File: config.mk
export PLATFORM = sky130hd
export DESIGN_NAME = exbfr_ctrl
export DESIGN_NICKNAME = d
export VERILOG_FILES = /design/src/rtl/exbfr_pkg.sv /design/src/rtl/exbfr_ctrl.sv
export SDC_FILE = /design/constraint.sdc
export NUM_CORES = 1
export LEC_CHECK = 0
export BUFFER_PORTS_ARGS = -buffer_cell sky130_fd_sc_hd__buf_2
export CORE_AREA = 2 2 39 41
export CTS_CLUSTER_DIAMETER = 80
export DETAILED_ROUTE_END_ITERATION = 10
export DIE_AREA = 0 0 41 43
export MAX_ROUTING_LAYER = met4
export SYNTH_ARGS = -nofsm -noshare
export SYNTH_HDL_FRONTEND = slang
export SYNTH_SLANG_ARGS = --single-unit
File: constraint.sdc
create_clock -name clk -period 2.4 [get_ports clk]
set_input_delay 0.24 -clock clk [delete_from_list [all_inputs] [get_ports clk]]
set_output_delay 0.24 -clock clk [all_outputs]
set_load 0.005 [all_outputs]
File: src/rtl/exbfr_pkg.sv
package exbfr_pkg;

  localparam int MAX_OUT   = 16;
  localparam int IDX_W     = 4;
  localparam int CFG_IDX_W = 3;

  localparam logic [7:0] RST_CHANNEL_HEADER    = 8'd62;
  localparam logic [7:0] RST_REQUEST_HEADER    = 8'd61;
  localparam logic [7:0] RST_CHANNEL_DATA_ID   = 8'd49;
  localparam logic [7:0] RST_TELEMETRY_DATA_ID = 8'd58;
  localparam logic [7:0] RST_RESPONSE_ENABLED  = 8'd1;
  localparam logic [7:0] RST_REPLY_HEADER      = 8'd59;

  localparam logic [7:0]       REPLY_LEN_BYTE = 8'd8;
  localparam logic [IDX_W-1:0] REPLY_CRC_POS  = 4'd6;
  localparam logic [IDX_W-1:0] REPLY_LAST_POS = 4'd7;

  typedef enum logic [CFG_IDX_W-1:0] {
    REG_CHANNEL_HEADER    = 3'd0,
    REG_REQUEST_HEADER    = 3'd1,
    REG_CHANNEL_DATA_ID   = 3'd2,
    REG_TELEMETRY_DATA_ID = 3'd3,
    REG_RESPONSE_ENABLED  = 3'd4,
    REG_REPLY_HEADER      = 3'd5
  } cfg_reg_t;

  typedef enum logic [1:0] {
    KIND_CHANNEL = 2'd0,
    KIND_REPLY   = 2'd1,
    KIND_ERROR   = 2'd2
  } kind_t;

  typedef enum logic [2:0] {
    ST_IDLE,
    ST_ERR,
    ST_CHECK,
    ST_CH_LO,
    ST_CH_HI,
    ST_CH_OUT,
    ST_REPLY
  } state_t;

  typedef struct packed {
    logic [7:0] channel_header;
    logic [7:0] request_header;
    logic [7:0] channel_data_id;
    logic [7:0] telemetry_data_id;
    logic [7:0] response_enabled;
    logic [7:0] reply_header;
  } cfg_t;

  typedef struct packed {
    logic  take;
    logic  rd_lo;
    logic  rd_hi;
    logic  cap_lo;
    logic  idx_clr;
    logic  idx_inc;
    logic  crc_clr;
    logic  emit;
    kind_t kind;
  } dp_cmd_t;

  typedef struct packed {
    logic err;
    logic done;
    logic ch_ok;
    logic rq_ok;
    logic ch_last;
    logic rp_last;
    logic slot_free;
  } dp_status_t;

  function automatic logic [15:0] crc_step(input logic [15:0] crc, input logic [7:0] b);
    logic [7:0] d;
    d = b ^ crc[7:0];
    d = d ^ {d[3:0], 4'h0};
    return {d, crc[15:8]} ^ {12'h000, d[7:4]} ^ {5'b00000, d, 3'b000};
  endfunction

endpackage

File: src/rtl/exbfr_ctrl.sv
module exbfr_ctrl import exbfr_pkg::*; (
  input  logic       clk,
  input  logic       rst,
  input  logic       in_valid,
  output logic       in_ready,
  input  dp_status_t st,
  output dp_cmd_t    cmd
);

  state_t state, state_next;

  always_ff @(posedge clk) begin
    if (rst) begin
      state <= ST_IDLE;
    end else begin
      state <= state_next;
    end
  end

  always_comb begin
    state_next = state;
    cmd        = '0;
    cmd.kind   = KIND_ERROR;
    in_ready   = 1'b0;
    unique case (state)
      ST_IDLE: begin
        in_ready = 1'b1;
        if (in_valid) begin
          cmd.take = 1'b1;
          if (st.err) begin
            state_next = ST_ERR;
          end else if (st.done) begin
            state_next = ST_CHECK;
          end
        end
      end
      ST_ERR: begin
        cmd.emit = 1'b1;
        cmd.kind = KIND_ERROR;
        if (st.slot_free) begin
          state_next = ST_IDLE;
        end
      end
      ST_CHECK: begin
        priority if (st.ch_ok) begin
          cmd.idx_clr = 1'b1;
          state_next  = ST_CH_LO;
        end else if (st.rq_ok) begin
          cmd.idx_clr = 1'b1;
          cmd.crc_clr = 1'b1;
          state_next  = ST_REPLY;
        end else begin
          state_next = ST_IDLE;
        end
      end
      ST_CH_LO: begin
        cmd.rd_lo  = 1'b1;
        state_next = ST_CH_HI;
      end
      ST_CH_HI: begin
        cmd.cap_lo = 1'b1;
        cmd.rd_hi  = 1'b1;
        state_next = ST_CH_OUT;
      end
      ST_CH_OUT: begin
        cmd.emit = 1'b1;
        cmd.kind = KIND_CHANNEL;
        if (st.slot_free) begin
          if (st.ch_last) begin
            state_next = ST_IDLE;
          end else begin
            cmd.idx_inc = 1'b1;
            state_next  = ST_CH_LO;
          end
        end
      end
      ST_REPLY: begin
        cmd.emit = 1'b1;
        cmd.kind = KIND_REPLY;
        if (st.slot_free) begin
          if (st.rp_last) begin
            state_next = ST_IDLE;
          end else begin
            cmd.idx_inc = 1'b1;
          end
        end
      end
      default: begin
        state_next = ST_IDLE;
      end
    endcase
  end

endmodule

==> reports/metrics.cfg <==
[global_routing]
grt.total_usage_pct = 12.8
grt_pass1_wl_um = 1500
grt_pass1_vias = 349
grt_max_degree = 20
grt_overflow_total = 0
antenna_found_initial = 0

[routing]
first_pass_iters = 3
wirelength_um = 928
postRouteAntennaNets = 0
drt_iter0_markers = 1
post_drt_wl_per_cell_um = 11.2
avgViaCountPerCell = 5.14
drc_errors = 0
num_vias = 427

[power]
clkPwrFrac_pct = 29.8
comb_power_share_pct = 40.3
power_density_nw_per_um2 = 651
p_sw_uw = 118
p_seq_share_pct = 29.9
ir_worst_vdd_uv = 314
p_int_uw = 182
power.share.switching_pct = 39.3
leakage_nw = 0.211

[die]
fp.dieW_um = 41
die_h_um = 43
initial_utilization_pct = 25.1
io_pins = 21
rows = 14
die_area_um2 = 1760
core_area_um2 = 1380

[synth]
synth_warnings = 0
netlist_area_um2 = 348
synthMuxAreaShare_pct = 0
synthCells = 48
synthSimpleGateAreaFrac_pct = 38.1
synth_fa_ha_area_share_pct = 0
syn_nets = 58
avgSynthCellArea_um2 = 7.25
synth_xor_area_share_pct = 0
ys_ff_latch = 3
ys_seq_area_share_pct = 17.3
synth_top_family_by_area = simple AND/OR/NAND/NOR gates
ys.flop_type = dfxtp_1
synth_compound_gate_area_share_pct = 32.7
ys_types = 31
synth-edff-count = 0
async_flop_share_pct = 0

[min_path]
hp-start = rst
hold_path.class = primary input to flop

[finish]
design_area_um2 = 460
final_layout_size_suffix_gt1_share_pct = 43.3
area_delta_synth_final_pct = 32.4
top_regs = state x3
top_register = state
largest_reg_flops = 3
postLayoutCoreUtil_pct = 33.3
final_nets = 78
n_antenna_cell = 0

[clock_tree]
cts.sinks = 3
holdBufCountCts = 0
insertion_delay_ps = 240
cts_resized = 0
cts_setup_buffers = 0
clock_path_buffers = 2
cts.root.buffer_cell = clkbuf_4
htree_num_levels = 1
clkTransAtPathRegs_ps = 40
cts_tree = built
cts_buffers = 3

[placed_design]
gp_congestion = 0.860
hpwl_um = 698
portBuffers = 20
dpl-instance-area_um2 = 434

[timing]
setup_violations = 0
hold_violations = 0
fin_crit_sh_pct = 76.8
finalSetupTns_ps = 0
finalClockSkew_ps = 5.55
tightestPinTransition_ps = 559
slew_violations = 0
max_freq_mhz = 543
hold_ws_ps = 219
max-slew-margin-rel_pct = 62.7
rsz0062_at_grt = no
fin_crit_ps = 1840

[critical_path]
timing.rr.start = state[1]$_SDFFE_PP0P_
setup.worst_path.end_class = output pin
cpMaxStageDelayCell = dfxtp_1
critPathRequiredTime_ps = 2160
worstSetupPathType = flop to output pin
crit_chain = inv_1 > nand2_1 > o22ai_1 > and3_2 > buf_2
crit_fanout = 14
cp_top_family = flip-flops
critical-path-max-stage-delay_ps = 590
worstPathArrival_ps = 1600
cp-start-kind = flop
crit_start = state[1]$_SDFFE_PP0P_
timing.critical_path.buf_inv = 2

[job]
drv_cap = 0

[status]
status = finished clean

==> worst paths after layout <==
| kind | to | slack (ps) | depth (start not counted) |
|---|---|---|---|
| hold reg to reg | state[2]$_SDFFE_PP0P_ | 740 | 2 |
| setup / recovery | cmd[4] | 560 | 5 |
| hold / removal | state[1]$_SDFFE_PP0P_ | 220 | 2 |
| setup reg to reg | state[0]$_SDFFE_PP0P_ | 890 | 4 |
==> cell usage in the layout, fill, tap and decap left out, drive strengths merged, types with 2 or more instances in the layout <==
cell	instances
nor2b	3
and3	3
dfxtp	3
nor2	3
nand2	3
inv	2
nor4	2
a21oi	2
nor3	4
a31oi	2
buf	20
clkbuf	4
a21o	2
o21ai	3
==> layout make-up <==
cell class | instances | area [µm²]
Fill cell | 165 | 923
Inverter | 2 | 7.51
Timing Repair Buffer | 20 | 100
Tap cell | 16 | 20.0
Sequential cell | 3 | 60.1
Multi-Input combinational cell | 38 | 246
Clock buffer | 4 | 26.3
==> power by group through the flow <==
stage	registers, mW	logic, mW	clock network [mW]
6_report	0.0898	0.121	0.0895
5_1_grt	0.0932	0.138	0.0997
4_1_cts	0.0890	0.122	0.0918
3_5_place_dp	0.0898	0.121	0
3_3_place_gp	0.0890	0.122	0
2_1_floorplan	0.0633	0.111	0
==> synth_stat cells (all sizes together), types with 2 or more instances <==
cell	instances	area [µm²]
buf	5	33.8
nor3	4	25.0
and3	3	20.0
dfxtp	3	60.1
nand2	3	11.3
nor2	3	11.3
nor2b	3	18.8
o21ai	3	15.0
a21o	2	15.0
a21oi	2	13.8
a31oi	2	12.5
inv	2	7.50
nor4	2	12.5
==> per-stage QoR <==
step / power [mW] / setup WS [ps] / instances
after floorplan: 0.175 / 1130 / 48
after global placement: 0.211 / 876 / 79
after global routing: 0.331 / 410 / 83
after detailed placement: 0.211 / 830 / 79
after CTS: 0.303 / 565 / 83
final: 0.300 / 558 / 83
==> per-layer routing <==
layer	global-route usage, %	share of wire (%)	wire length, µm	vias to the layer above
met5	-	0	0	-
met4	4.67	0.43	4	0
met3	5.76	8.5	79	2
met2	15.9	44	412	14
met1	17.9	46	431	190
li1	-	-	-	221
==> logic make-up (layout without fill, tap and decap cells) <==
group                  Yosys count  after routing
buffers and inverters            7             26
flip-flops                       3              3
AO/OA/AOI/OAI                   15             15
AND/OR/NAND/NOR                 23             23
Power figures use the tool's default switching activity.
